==> src/rtl/core/xmr_pkg.sv <==
// xmodem receiver package: protocol codes, phase and status enums, per-item
// control state and result record shared by the step logic and the top level
// no dependencies
`timescale 1ns / 1ps

package xmr_pkg;

  localparam int BLOCK_BYTES = 128;
  localparam int IDX_BITS    = 7;
  localparam int TICK_BITS   = 21;
  localparam int SIZE_BITS   = 17;
  localparam int WADDR_BITS  = 16;

  localparam logic [IDX_BITS-1:0]  IDX_LAST      = IDX_BITS'(BLOCK_BYTES - 1);
  localparam logic [TICK_BITS-1:0] NAK_INTERVAL_RST = TICK_BITS'(2000000);

  localparam logic [7:0] C_SOH  = 8'h01;
  localparam logic [7:0] C_EOT  = 8'h04;
  localparam logic [7:0] C_ACK  = 8'h06;
  localparam logic [7:0] C_NAK  = 8'h15;
  localparam logic [7:0] C_CAN  = 8'h18;
  localparam logic [7:0] C_COMP = 8'hff;

  typedef enum logic [2:0] {
    PH_IDLE,
    PH_CTRL,
    PH_NUM,
    PH_COMP,
    PH_DATA,
    PH_SUM
  } xmr_phase_e;

  typedef enum logic [1:0] {
    OP_TICK  = 2'd0,
    OP_BYTE  = 2'd1,
    OP_START = 2'd2
  } xmr_op_e;

  typedef enum logic [1:0] {
    ST_OK       = 2'd0,
    ST_CANCEL   = 2'd1,
    ST_PROTO    = 2'd2,
    ST_OVERFLOW = 2'd3
  } xmr_status_e;

  typedef struct packed {
    xmr_phase_e           phase;
    logic                 started;
    logic [7:0]           expected;
    logic [7:0]           header;
    logic [IDX_BITS-1:0]  idx;
    logic [7:0]           sum;
    logic                 header_bad;
    logic [TICK_BITS-1:0] idle;
  } xmr_ctl_t;

  typedef struct packed {
    logic                  send_valid;
    logic [7:0]            send_byte;
    logic                  write_valid;
    logic [WADDR_BITS-1:0] write_address;
    logic [7:0]            write_data;
    logic                  finished;
    xmr_status_e           status;
    logic [SIZE_BITS-1:0]  total_size;
  } xmr_result_t;

endpackage

==> src/rtl/core/xmr_step.sv <==
// xmodem receiver step logic: next control state and result for one item
// depends on xmr_pkg
`timescale 1ns / 1ps

module xmr_step import xmr_pkg::*; #(
  parameter int ADDR_BITS = 16
) (
  input  xmr_ctl_t             ctl_i,
  input  logic [ADDR_BITS:0]   acc_i,
  input  xmr_op_e              op_i,
  input  logic [7:0]           byte_i,
  input  logic [TICK_BITS-1:0] nak_interval_i,
  output xmr_ctl_t             ctl_o,
  output logic [ADDR_BITS:0]   acc_o,
  output xmr_result_t          res_o
);

  localparam int ExtW = ADDR_BITS + 18;
  localparam int CapW = ADDR_BITS + 2;

  logic [TICK_BITS-1:0] idle_inc;
  logic                 tick_nak;
  logic [CapW-1:0]      blk_end;
  logic                 overflow;
  logic                 sum_ok;
  logic [ExtW-1:0]      addr_ext;
  logic [ExtW-1:0]      size_ext;

  assign idle_inc = ctl_i.idle + TICK_BITS'(1);
  assign tick_nak = (ctl_i.phase == PH_CTRL) && !ctl_i.started && (idle_inc >= nak_interval_i);
  assign blk_end  = CapW'(acc_i) + CapW'(BLOCK_BYTES);
  assign overflow = blk_end > (CapW'(1) << ADDR_BITS);
  assign sum_ok   = !ctl_i.header_bad && (ctl_i.sum == byte_i);
  assign addr_ext = ExtW'(acc_i) + ExtW'(ctl_i.idx);
  assign size_ext = ExtW'(acc_o);

  // next state
  always_comb begin
    ctl_o = ctl_i;
    acc_o = acc_i;
    case (op_i)
      OP_START: begin
        ctl_o.phase      = PH_CTRL;
        ctl_o.started    = 1'b0;
        ctl_o.expected   = 8'd1;
        ctl_o.header     = 8'd0;
        ctl_o.idx        = '0;
        ctl_o.sum        = 8'd0;
        ctl_o.header_bad = 1'b0;
        ctl_o.idle       = '0;
        acc_o            = '0;
      end
      OP_TICK: begin
        if (ctl_i.phase == PH_CTRL && !ctl_i.started) begin
          ctl_o.idle = tick_nak ? '0 : idle_inc;
        end
      end
      OP_BYTE: begin
        unique case (ctl_i.phase)
          PH_CTRL: begin
            ctl_o.idle = '0;
            if (byte_i == C_EOT || byte_i == C_CAN) begin
              ctl_o.phase = PH_IDLE;
            end else if (byte_i == C_SOH) begin
              ctl_o.started = 1'b1;
              ctl_o.phase   = overflow ? PH_IDLE : PH_NUM;
            end else if (ctl_i.started) begin
              ctl_o.phase = PH_IDLE;
            end
          end
          PH_NUM: begin
            ctl_o.header     = byte_i;
            ctl_o.header_bad = (byte_i != ctl_i.expected);
            ctl_o.phase      = PH_COMP;
          end
          PH_COMP: begin
            if ((ctl_i.header ^ byte_i) != C_COMP) begin
              ctl_o.header_bad = 1'b1;
            end
            ctl_o.idx   = '0;
            ctl_o.sum   = 8'd0;
            ctl_o.phase = PH_DATA;
          end
          PH_DATA: begin
            ctl_o.sum = ctl_i.sum + byte_i;
            if (ctl_i.idx == IDX_LAST) begin
              ctl_o.idx   = '0;
              ctl_o.phase = PH_SUM;
            end else begin
              ctl_o.idx = ctl_i.idx + IDX_BITS'(1);
            end
          end
          PH_SUM: begin
            if (sum_ok) begin
              ctl_o.expected = ctl_i.expected + 8'd1;
              acc_o          = acc_i + (ADDR_BITS+1)'(BLOCK_BYTES);
            end
            ctl_o.phase = PH_CTRL;
          end
          default: begin
          end
        endcase
      end
      default: begin
      end
    endcase
  end

  // result of this item
  always_comb begin
    res_o               = '0;
    res_o.status        = ST_OK;
    res_o.total_size    = size_ext[SIZE_BITS-1:0];
    case (op_i)
      OP_TICK: begin
        if (tick_nak) begin
          res_o.send_valid = 1'b1;
          res_o.send_byte  = C_NAK;
        end
      end
      OP_BYTE: begin
        unique case (ctl_i.phase)
          PH_CTRL: begin
            if (byte_i == C_EOT) begin
              res_o.send_valid = 1'b1;
              res_o.send_byte  = C_ACK;
              res_o.finished   = 1'b1;
            end else if (byte_i == C_CAN) begin
              res_o.finished = 1'b1;
              res_o.status   = ST_CANCEL;
            end else if (byte_i == C_SOH) begin
              if (overflow) begin
                res_o.finished = 1'b1;
                res_o.status   = ST_OVERFLOW;
              end
            end else if (ctl_i.started) begin
              res_o.finished = 1'b1;
              res_o.status   = ST_PROTO;
            end
          end
          PH_DATA: begin
            if (!ctl_i.header_bad) begin
              res_o.write_valid   = 1'b1;
              res_o.write_address = addr_ext[WADDR_BITS-1:0];
              res_o.write_data    = byte_i;
            end
          end
          PH_SUM: begin
            res_o.send_valid = 1'b1;
            res_o.send_byte  = sum_ok ? C_ACK : C_NAK;
          end
          default: begin
          end
        endcase
      end
      default: begin
      end
    endcase
  end

endmodule

==> src/rtl/core/xmodem_receiver.sv <==
// channel   dir  width   contents
// s_axis    in   8+2     rx byte in tdata, op in tuser
// m_axis    out  56+2+1  reply, buffer write, status and total size; session end on tlast
// cfg       in   21      nak interval register write
//
// one item per cycle while m_axis is not stalled; each accepted item gives exactly one
// result in the next cycle. the state update is a single pass of xmr_step between the
// control registers and the result register; s_axis_tready drops only while the result
// waits on a stalled m_axis. reset leaves no session open and nak interval at 2000000
// depends on xmr_pkg and xmr_step
`timescale 1ns / 1ps

module xmodem_receiver import xmr_pkg::*; #(
  parameter int ADDR_BITS = 16
) (
  input  logic                 clk_i,
  input  logic                 rst_ni,
  input  logic                 s_axis_tvalid,
  output logic                 s_axis_tready,
  input  logic [7:0]           s_axis_tdata,   // [7:0] rx_byte
  input  logic [1:0]           s_axis_tuser,   // [1:0] op
  output logic                 m_axis_tvalid,
  input  logic                 m_axis_tready,
  // [7:0] send_byte, [23:8] write_address, [31:24] write_data,
  // [33:32] status, [50:34] total_size, [55:51] zero
  output logic [55:0]          m_axis_tdata,
  // [0] send_valid, [1] write_valid
  output logic [1:0]           m_axis_tuser,
  output logic                 m_axis_tlast,
  input  logic                 cfg_valid_i,
  output logic                 cfg_ready_o,
  input  logic [TICK_BITS-1:0] cfg_data_i
);

  xmr_ctl_t             ctl_q, ctl_d;
  logic [ADDR_BITS:0]   acc_q, acc_d;
  logic [TICK_BITS-1:0] nak_interval_q;
  xmr_result_t          res_q, res_d;
  logic                 out_valid_q;
  logic                 in_fire;

  assign s_axis_tready = !out_valid_q || m_axis_tready;
  assign in_fire       = s_axis_tvalid && s_axis_tready;
  assign cfg_ready_o   = 1'b1;

  xmr_step #(
    .ADDR_BITS(ADDR_BITS)
  ) u_step (
    .ctl_i         (ctl_q),
    .acc_i         (acc_q),
    .op_i          (xmr_op_e'(s_axis_tuser)),
    .byte_i        (s_axis_tdata),
    .nak_interval_i(nak_interval_q),
    .ctl_o         (ctl_d),
    .acc_o         (acc_d),
    .res_o         (res_d)
  );

  always_ff @(posedge clk_i or negedge rst_ni) begin
    if (!rst_ni) begin
      ctl_q.phase      <= PH_IDLE;
      ctl_q.started    <= 1'b0;
      ctl_q.expected   <= 8'd1;
      ctl_q.header     <= 8'd0;
      ctl_q.idx        <= '0;
      ctl_q.sum        <= 8'd0;
      ctl_q.header_bad <= 1'b0;
      ctl_q.idle       <= '0;
      acc_q            <= '0;
      out_valid_q      <= 1'b0;
    end else begin
      if (in_fire) begin
        ctl_q <= ctl_d;
        acc_q <= acc_d;
      end
      if (in_fire) begin
        out_valid_q <= 1'b1;
      end else if (m_axis_tready) begin
        out_valid_q <= 1'b0;
      end
    end
  end

  always_ff @(posedge clk_i or negedge rst_ni) begin
    if (!rst_ni) begin
      nak_interval_q <= NAK_INTERVAL_RST;
    end else if (cfg_valid_i) begin
      nak_interval_q <= cfg_data_i;
    end
  end

  always_ff @(posedge clk_i) begin
    if (in_fire) begin
      res_q <= res_d;
    end
  end

  assign m_axis_tvalid = out_valid_q;
  assign m_axis_tdata  = {5'd0, res_q.total_size, res_q.status, res_q.write_data,
                          res_q.write_address, res_q.send_byte};
  assign m_axis_tuser  = {res_q.write_valid, res_q.send_valid};
  assign m_axis_tlast  = res_q.finished;

  a_start_opens : assert property (@(posedge clk_i) disable iff (!rst_ni)
    (in_fire && s_axis_tuser == OP_START) |=> (ctl_q.phase == PH_CTRL && acc_q == '0))
    else $error("start did not open a fresh session");

  a_size_grows : assert property (@(posedge clk_i) disable iff (!rst_ni)
    (in_fire && s_axis_tuser != OP_START) |=> (acc_q >= $past(acc_q)))
    else $error("accepted size went down within a session");

  a_one_action : assert property (@(posedge clk_i) disable iff (!rst_ni)
    m_axis_tvalid |-> !(res_q.write_valid && res_q.send_valid))
    else $error("buffer write and reply in the same result");

  a_status_end : assert property (@(posedge clk_i) disable iff (!rst_ni)
    (m_axis_tvalid && !res_q.finished) |-> (res_q.status == ST_OK))
    else $error("status set without session end");

  a_end_idle : assert property (@(posedge clk_i) disable iff (!rst_ni)
    (in_fire && res_d.finished) |=> (ctl_q.phase == PH_IDLE))
    else $error("session end left the receiver active");

endmodule
==> config.mk <==
export PLATFORM = sky130hd
export DESIGN_NAME = xmodem_receiver
export DESIGN_NICKNAME = d
export VERILOG_FILES = /design/src/rtl/core/xmr_pkg.sv /design/src/rtl/core/xmr_step.sv /design/src/rtl/core/xmodem_receiver.sv
export SDC_FILE = /design/constraint.sdc
export NUM_CORES = 1
export LEC_CHECK = 0
export ABC_AREA = 1
export BUFFER_PORTS_ARGS = -buffer_cell sky130_fd_sc_hd__buf_2
export CAP_MARGIN = 15
export CORE_MARGIN = 3
export CORE_UTILIZATION = 40
export CTS_CLUSTER_SIZE = 8
export DETAILED_ROUTE_END_ITERATION = 10
export PLACE_DENSITY = 0.65
export SLEW_MARGIN = 20
export SYNTH_ARGS = -nofsm -noshare
export SYNTH_HDL_FRONTEND = slang
export SYNTH_HIERARCHICAL = 1
export SYNTH_SLANG_ARGS = --single-unit
==> constraint.sdc <==
create_clock -name clk_i -period 5.9 [get_ports clk_i]
set_clock_uncertainty 0.2 [all_clocks]
set_input_delay 0.295 -clock clk_i [delete_from_list [all_inputs] [get_ports clk_i]]
set_output_delay 0.295 -clock clk_i [all_outputs]
set_load 0.01 [all_outputs]
-- Yosys cells after proc, flatten, opt, wreduce, memory -nomap -nowiden
Cells that the tools add are included.
- add/subtract/negate cells: 7
- order comparisons: 2
- equality and inequality tests: 27
- multiplexer cells: 37
- bitwise gates (word level): 4
- reduce and logical (&&, ||, !) cells: 25
- operator list (operator ; number):
    36-bit one-hot mux with 2 select lines ; 1
    21-bit two-way mux ; 3
    21-bit one-hot mux with 3 select lines ; 1
    9-bit one-hot mux with 2 select lines ; 2
    17-bit two-way mux ; 2
    17-bit one-hot mux with 2 select lines ; 1
    15-bit one-hot mux with 2 select lines ; 1
    25-bit two-way mux ; 1
    3-bit two-way mux ; 8
    8-bit two-way mux ; 3
    21-bit by 1-bit adder with 21-bit output, second input constant ; 1
    21-bit greater-or-equal comparator ; 1
    17-bit by 8-bit adder with 18-bit output, second input constant ; 1
    18-bit by 17-bit greater-than comparator with 1-bit output, second input constant ; 1
    9-bit two-way mux ; 2
    17-bit by 8-bit adder with 17-bit output, second input constant ; 1
    16-bit by 7-bit adder with 16-bit output ; 1
    3-bit one-hot mux with 5 select lines ; 1
    4-bit AND reduction ; 3
    5-bit AND reduction ; 2
    8-bit by 1-bit adder with 8-bit output, second input constant ; 1
    8-bit adder ; 1
    8-bit by 1-bit equality test with 1-bit output, second input constant ; 1
    8-bit by 3-bit equality test with 1-bit output, second input constant ; 1
    other kinds (34) ; 61
- register bits after elaboration: 150
- output and inout port bits: 62
- word-level logic and storage cells: 122

-- Longest topological paths before layout
Gate-level depths: netlist of run 1.
- depth after elaboration: 7
- depth in mapped cells: 22
- gate-level depth less buffers: 21

-- Hierarchy
The synthesis of run 1 kept the hierarchy.
- modules (own cells, without submodules) (module ; instances ; cells each ; area each (µm²) ; seq. area each (µm²)):
    xmodem_receiver ; 1 ; 476 ; 5486.5 ; 4033.9
    xmr_step ; 1 ; 867 ; 4461.8 ; 0.0

-- Least setup slack after synthesis of run 1
Ideal clock, no wire load.
- kind: register -> register
- start point: register ctl_q[0] in the netlist's numbering
- end point: register ctl_q[17] in the netlist's numbering
- library setup time: 0.065 ns
- arrival time: 2.896 ns
- required time: 5.635 ns
- path slack: 2.739 ns
- stages on the path, launching flop included: 21
- cell sequence: dfrtp_1 ha_1 nand3_1 inv_1 nand2_1 nor3b_1 xor2_1 inv_1 ha_1 nand2_1 inv_1 o21ai_0 a21oi_1 nor2_1 nand4_1 nand2_1 clkbuf_1 nand3_1 nand2_1 nand3_1 nand2_1
- RTL lines (element ; RTL line ; source):
    from (decl) ; xmodem_receiver.sv:35 ; xmr_ctl_t ctl_q, ctl_d;
    from (signal assigned) ; xmodem_receiver.sv:73 ; ctl_q <= ctl_d;

==> metrics.md, run 1 <==
| Metric | Value |
|---|---|
| Seq pwr share | a little over two fifths |
| Multi-input logic area | between 4000 and 5000 sq um |
| DRC Markers | 0 |
| Sequential area share after synthesis | 40.55% |
| Clk root buf | clkbuf_16 |
| Fmax | 241.2 MHz |
| Nets | 1493 |
| PortBufs | 91 |
| Global-route wire length before repair | roughly 44000 um |
| Vias per cell | 5.175 |
| Starting Density | between 40% and 50% |
| Worst slew margin | 40.94% |
| Main flop type after synthesis | dfrtp_1 |
| Overall Global Routing Usage | 20.05% |
| Starting DRC count in detailed routing | between 700 and 800 |
| Synth area leader | dfrtp_1 |
| Count of standard-cell rows | between 50 and 60 |
| Critical Path RT | 6.01 ns |
| GR Util met2 | 32.19% |
| Die Footprint | ~27000 sq um |
| Num CTS Buffers | 17 |
| Resized Gates After CTS | 0 |
| Post-synthesis cell type count | 48 |
| Most crowded layer after global routing | met2 |
| Synth area leaders | dfrtp_1 (22%), edfxtp_1 (16%), nand2_1 (14%) |
| TritonCTS clock tree | done |
| Worst setup startpoint | ctl_q[0] |
| Ys Warns | 6 |
| Global-route track usage on met1 | 27.76% |
| Cells after Synth | 1343 |
| Area grow syn2layout | 12.44% |
| Switching part of the total | 32.60% |
| Antenna violations before repair | 0 |
| RSZ-0062 raised after global routing | no |
| R2R Path Start | ctl_q[0] |
| Clock share of power | 37.4% |
| Wirelength, routed | 25910 um |
| Final min period | 4.147 ns |
| Leak | 5.521 nW |
| Clk sinks | 150 |
| DIE HEIGHT | 163.7 um |
| CP Data Arrival Time | 4.26 ns |
| Detail Placement HPWL | approximately 18000 um |
| Crit path max fanout | 21 |
| Total of max-cap violations | 0 |
| Combinational Power Share | a little under 20% |
| H-tree depth | 4 |
| Setup violators final | 0 |
| Nature of the critical path startpoint | flop |
| Number of routed nets with antenna violations | 0 |
| Die width | ~160 um |
| Via count | about 9000 |
| CP endpoint kind | flop |
| P per Cell Area | 256.9 nW/um^2 |
| Worst-Skew Late Latency | 0.42 ns |
| DR pass1 iterations | 5 |
| Fin crit share | 70.28% |
| WHS | 0.1274 ns |
| Status | finished clean |
| Hold WC Path Type | input port to flop |
| Synthesized area per cell | 7.408 sq um |
| Final Hold Fails | 0 |
| Gpl congestion | between 0.8 and 0.9 |
| Max-slew violation count | 0 |
| Pint | between 1.5 and 2 mW |
| Area taken by flip-flops and latches | 4034 sq um |
| VDD IR-drop max | ~170 uV |
| Filler cells | 2467 |
| CORE AREA | around 24000 sq um |
| Async SR Flop Fraction | between 60 and 70% |
| Vias in the first global route | about 8600 |
| Largest net degree at the start of global routing | 77 |
| Ratio of cells with drive above 1 in the final layout | approximately an eighth |
| Met3 usage in global routing | 3.228% |
| WL/cell | 14.81 um |
| Psw | ~940 uW |
| Setup TNS | 0 ns |
| Post-synth EDFFs | 54 |
| HP Start | s_axis_tdata[6] |
| I/O pin cnt | 98 |
| GRT Residual Overflow | 0 |
| Synthesized area | 9948 sq um |
| Synth Register Bits | 150 |
| CTS clock-pin slew for the worst setup and hold paths | 0.07 ns |
| Slew @ Worst Pin | 0.8858 ns |
| WS Path Type | flop to flop |
| Top cell type's share of synthesized area | 22.14% |
| CTS Buffer Depth | 2 |
==> cell type report <==
cell class / instances / area share (%)
multi-input cells: 946 / 42.79
clock buffers: 17 / 3.803
inverters: 179 / 6.018
clock inverters: 15 / 1.286
repair buffers: 118 / 6.398
diodes: 1 / 0.02237
flip-flops and latches: 150 / 36.06
well taps: 324 / 3.624
==> registers in the layout, summed over array words and instances, names as in the netlist <==
register and count:
acc_q 17, ctl_q 57, m_axis_tdata 51, m_axis_tlast 1
m_axis_tuser 2, m_axis_tvalid 1, nak_interval_q 21
==> per-layer routing <==
layer | routed length [um] | vias to the layer above
li1 | - | 4513
met1 | 12140 | 4223
met2 | 11750 | 281
met3 | 1549 | 39
met4 | 475 | 0
met5 | 0 | -
==> worst max-delay path: stages (launching register included) <==
cell      delay [ns]
dfrtp_1         0.52
ha_1            0.32
nand3_1         0.19
inv_1           0.19
nand2_1         0.12
nor3b_1         0.27
xor2_1          0.23
inv_1           0.07
ha_1            0.31
nand2_1         0.06
inv_1           0.07
nand3_1         0.07
nor2_1          0.15
nand3_1         0.10
nand4_1         0.12
nand2_1         0.51
nand3b_1        0.29
nand2_1         0.09
nand3_1         0.09
nand2_1         0.07
==> final timing paths <==
check,to,slack [ns],cells past startpoint
min reg2reg,nak_interval_q[17],0.26,2
max reg2reg,ctl_q[0],1.75,19
max in group asynchronous,acc_q[7],4.12,3
min,m_axis_tdata[30],0.13,3
max,ctl_q[0],1.75,19
min in group asynchronous,nak_interval_q[16],0.15,2
==> synthesized netlist by cell type, types with 2 or more instances <==
master      n
dfrtp_1    88
ha_1       43
o21ai_1    12
or2_2       2
nand4_1    18
a22o_1      3
nor4_1      4
xor2_1     13
o21bai_1    2
o31ai_1     4
o21ai_0    84
dfstp_2     8
inv_2      10
o21a_1      4
nor2_1     87
o22ai_1     2
fa_1        2
buf_2      23
buf_6       5
nand3_1   140
nand3_2     2
a21oi_1    71
nor3_2      5
xnor2_1     6
nor3_1     23
nand2_1   373
buf_4      36
nor2_2      3
a211oi_1    3
edfxtp_1   54
nor3_4      2
nand2_2     3
conb_1      3
nand3b_1    3
o211ai_1    7
a31oi_1     5
inv_1     169
clkbuf_1   11
==> layout by cell type (no fill, tap or decap), drive strengths merged, types with 5 or more instances in the layout <==
cell type	n
a21oi	72
a31oi	5
buf	96
clkbuf	17
clkinv	6
conb	10
dfrtp	88
dfstp	8
dlygate4sd3	22
edfxtp	54
ha	43
inv	185
nand2	376
nand3	142
nand4	18
nor2	91
nor3	30
o211ai	7
o21ai	96
xnor2	7
xor2	13
==> cells by family after synthesis <==
family | share of synthesized area [%]
AO/OA/AOI/OAI | 11.19
XOR/XNOR | 1.836
adder cells (fa/ha/maj) | 5.811
buffers and inverters | 11.61
flip-flops | 40.55
other | 0.1132
AND/OR/NAND/NOR | 28.89
==> per-stage QoR <==
stage	instances	util (%)	power [mW]	cell area [sq um]	setup WS, ns
floorplan	1350	-	1.648	9975	2.739
global placement	1695	42.61	1.799	10390	2.018
detailed placement	1695	42.61	1.803	10390	1.889
CTS	1749	45.84	2.895	11180	1.868
global route	1749	45.85	3.042	11180	1.333
finish	1750	45.86	2.873	11190	1.753
==> repair_timing <==
item | in CTS | in global routing
hold buffers | 22 | 0
setup buffers | 0 | 0
endpoints found under the hold margin | 54 | 0
==> power groups by stage <==
stage | Combinational, mW | Sequential, mW | Clock (mW)
CTS | 0.557 | 1.24 | 1.10
global route | 0.642 | 1.25 | 1.15
finish | 0.560 | 1.24 | 1.07
global placement | 0.541 | 1.26 | 0
floorplan | 0.396 | 1.25 | 0
detailed placement | 0.544 | 1.26 | 0
Note: power is estimated with default switching activity, not from simulation.
==> inputs of run 2 (changes only) <==
--- a/config.mk
+++ b/config.mk
@@ -12,7 +12,7 @@
 export CORE_UTILIZATION = 40
 export CTS_CLUSTER_SIZE = 8
 export DETAILED_ROUTE_END_ITERATION = 10
-export PLACE_DENSITY = 0.65
+export PLACE_DENSITY = 0.67
 export SLEW_MARGIN = 20
 export SYNTH_ARGS = -nofsm -noshare
 export SYNTH_HDL_FRONTEND = slang
==> constraint.sdc (replaced) <==
create_clock -name clk_i -period 3.7 [get_ports clk_i]
set_clock_uncertainty 0.2 [all_clocks]
set_input_delay 0.185 -clock clk_i [delete_from_list [all_inputs] [get_ports clk_i]]
set_output_delay 0.185 -clock clk_i [all_outputs]
set_load 0.01 [all_outputs]
==> run 2 against run 1 <==
  * Final cell count is 0.80% higher
  * Power increased by 64%
  * Worst setup slack worse by 1.5 ns
  * Fmax increased by 21%
  * First-iteration DRC count rose by 18%
  * Worst hold slack got worse by 0.094 ns
  * Core utilization rose by 0.84 points
  * Critical path type unchanged
  * Critical endpoint unchanged
==> metrics.md, run 2 (synthesized netlist as in run 1, its figures left out) <==
| Metric | Value |
|---|---|
| Largest net degree at the start of global routing | 77 (unchanged) |
| WHS | 0.03362 ns (was 0.1274 ns) |
| CTS clock-pin slew for the worst setup and hold paths | 0.07 ns (about the same) |
| Placed cells | 1706 (was 1695) |
| CP endpoint kind | flop (unchanged) |
| Num CTS Buffers | 17 (unchanged) |
| Detail Placement HPWL | 18020 um (was 17810 um) |
| VDD IR-drop max | 286.4 uV (was 165.3 uV) |
| Nets | 1508 (was 1493) |
| Final min period | 3.433 ns (was 4.147 ns) |
| Leak | 5.644 nW (was 5.521 nW) |
| Setup violators final | 0 (unchanged) |
| GRT Residual Overflow | 0 (unchanged) |
| Worst-Skew Late Latency | 0.44 ns (was 0.42 ns) |
| Total of max-cap violations | 0 (unchanged) |
| Clk root buf | clkbuf_16 (unchanged) |
| I/O pin cnt | 98 (unchanged) |
| Gpl congestion | 0.9604 (was 0.8793) |
| DRC Markers | 0 (unchanged) |
| Max-slew violation count | 0 (unchanged) |
| Via count | 9144 (was 9056) |
| Min setup slack post-route | 0.2670 ns (was 1.753 ns) |
| Antenna violations before repair | 1 (was 0) |
| Pre-CTS setup slack | 0.09958 ns (was 1.889 ns) |
| Top reg by flops | ctl_q (unchanged) |
| Count of standard-cell rows | 57 (unchanged) |
| Number of routed nets with antenna violations | 0 (unchanged) |
| Critical Path RT | 3.82 ns (was 6.01 ns) |
| Vias in the first global route | 8578 (was 8623) |
| Crit path max fanout | 8 (was 21) |
| Cell family with most CP delay | simple AND/OR/NAND/NOR gates (unchanged) |
| DIE HEIGHT | 163.7 um (unchanged) |
| Fmax | 291.3 MHz (was 241.2 MHz) |
| Die width | 163.7 um (unchanged) |
| Final Util | 46.70% (was 45.86%) |
| Most frequent CP cell | nand2_1 (unchanged) |
| Hold WC Path Type | input port to flop (unchanged) |
| Wirelength, routed | 26310 um (was 25910 um) |
| CP max stage delay | 0.45 ns (was 0.52 ns) |
| WS Path Type | flop to flop (unchanged) |
| CP Data Arrival Time | 3.56 ns (was 4.26 ns) |
| Starting Density | 40.79% (unchanged) |
| Global-route wire length before repair | 43520 um (was 43600 um) |
| H-tree depth | 4 (unchanged) |
| CTS Buffer Depth | 2 (unchanged) |
| DR pass1 iterations | 6 (was 5) |
| Bufs and invs on worst path | 4 (was 3) |
| Tot Pwr | 4.725 mW (was 2.873 mW) |
| P per Cell Area | 414.8 nW/um^2 (was 256.9 nW/um^2) |
| Overall Global Routing Usage | 20.12% (was 20.05%) |
| Fin crit share | 92.78% (was 70.28%) |
| PortBufs | 91 (unchanged) |
| Max reg flops | 57 (unchanged) |
| Starting DRC count in detailed routing | 915 (was 775) |
| Most common cell after layout, fill and taps aside | nand2_1 (unchanged) |
| Nature of the critical path startpoint | flop (unchanged) |
| Worst slew margin | 26.48% (was 40.94%) |
| # diodes | 0 (was 1) |
| WL/cell | 14.92 um (was 14.81 um) |
| Slew @ Worst Pin | 1.099 ns (was 0.8858 ns) |
| Ratio of cells with drive above 1 in the final layout | 13.33% (was 11.65%) |
| Crit-path cells | inv_1 -> nor3_1 -> nand4_1 -> xor2_1 -> inv_1 -> ha_1 -> nand2_1 -> inv_1 -> nand3_1 -> nor2_2 -> nand3_1 -> nand4_1 -> nand2_1 -> buf_4 -> nand3b_1 -> nand2_1 -> nand3_1 -> nand2_1 (was ha_1 -> nand3_1 -> inv_1 -> nand2_1 -> nor3b_1 -> xor2_1 -> inv_1 -> ha_1 -> nand2_1 -> inv_1 -> nand3_1 -> nor2_1 -> nand3_1 -> nand4_1 -> nand2_1 -> nand3b_1 -> nand2_1 -> nand3_1 -> nand2_1) |
| Clk sinks | 150 (unchanged) |
| Post-route insts no fill | 1764 (was 1750) |
| Vias per cell | 5.184 (was 5.175) |
| Die Footprint | 26800 sq um (unchanged) |
| Most frequent cells in the layout | nand2_1 (373), inv_1 (168), nand3_1 (139), buf_2 (90), nor2_1 (86) (was nand2_1 (373), inv_1 (169), nand3_1 (140), buf_2 (90), dfrtp_1 (88)) |
| Crit-path slowest cell | dfrtp_1 (unchanged) |
| Final Hold Fails | 0 (unchanged) |
| Status | finished clean (unchanged) |
| CORE AREA | 24390 sq um (unchanged) |
| Area grow syn2layout | 14.50% (was 12.44%) |
| Filler cells | 2434 (was 2467) |
| TritonCTS clock tree | done (unchanged) |
-- run 2: changes by cell type in the layout (fill, tap and decap cells not counted), sizes merged, moves of 2 or more --
cell      previous run  this run
buf                 96       110
clkinv               6         4
clkinvlp             2         0
inv                185       188
-- run 2: metal layers --
metal  up-vias  global-route usage, %  routed length, um
li1       4528                      -                  -
met1      4262                  28.11              12020
met2       313                  32.32              12110
met3        39                  3.480               1762
met4         2                  5.536                404
met5         -                      0                 13
-- run 2: final cells by class --
type / instances / area (sq um) / share of cell area (%)
well taps: 324 / 405.4 / 3.559
clock buffers: 17 / 425.4 / 3.735
repair buffers: 133 / 834.6 / 7.326
clock inverters: 15 / 183.9 / 1.615
flip-flops and latches: 150 / 4039 / 35.46
inverters: 179 / 673.1 / 5.910
multi-input cells: 946 / 4830 / 42.40
-- run 2: worst min-delay path, stage by stage --
cell	delay, ns
buf_2	0.16
inv_1	0.10
nor2_1	0.05
-- run 2: per-stage QoR --
step	instance area, sq um	setup TNS, ns
CTS	11310	0
finish	11390	0
detailed placement	10480	0
global placement	10480	0
floorplan	9975	0
global route	11390	-0.006216
-- run 2: final timing paths --
kind	end	slack [ns]	depth (start not counted)	from
min in group asynchronous	nak_interval_q[16]	0.20	2	rst_ni
max in group asynchronous	ctl_q[45]	2.17	3	rst_ni
setup / recovery	ctl_q[0]	0.27	18	ctl_q[9]
hold reg to reg	nak_interval_q[15]	0.26	2	nak_interval_q[15]
setup reg to reg	ctl_q[0]	0.27	18	ctl_q[9]
hold / removal	m_axis_tdata[31]	0.03	3	s_axis_tdata[7]
-- run 2: power breakdown --
group	internal (mW)	switching, mW	leakage [nW]
Clock	1.03	0.801	0.304
Sequential	1.86	0.120	1.80
Combinational	0.301	0.620	3.54
-- run 2: repair_timing --
item                                    CTS  global route
hold buffers                             23             0
resized for setup                         0            15
endpoints found under the hold margin    83             0
endpoints found under the setup margin    0            25
buffers inserted                          0             3
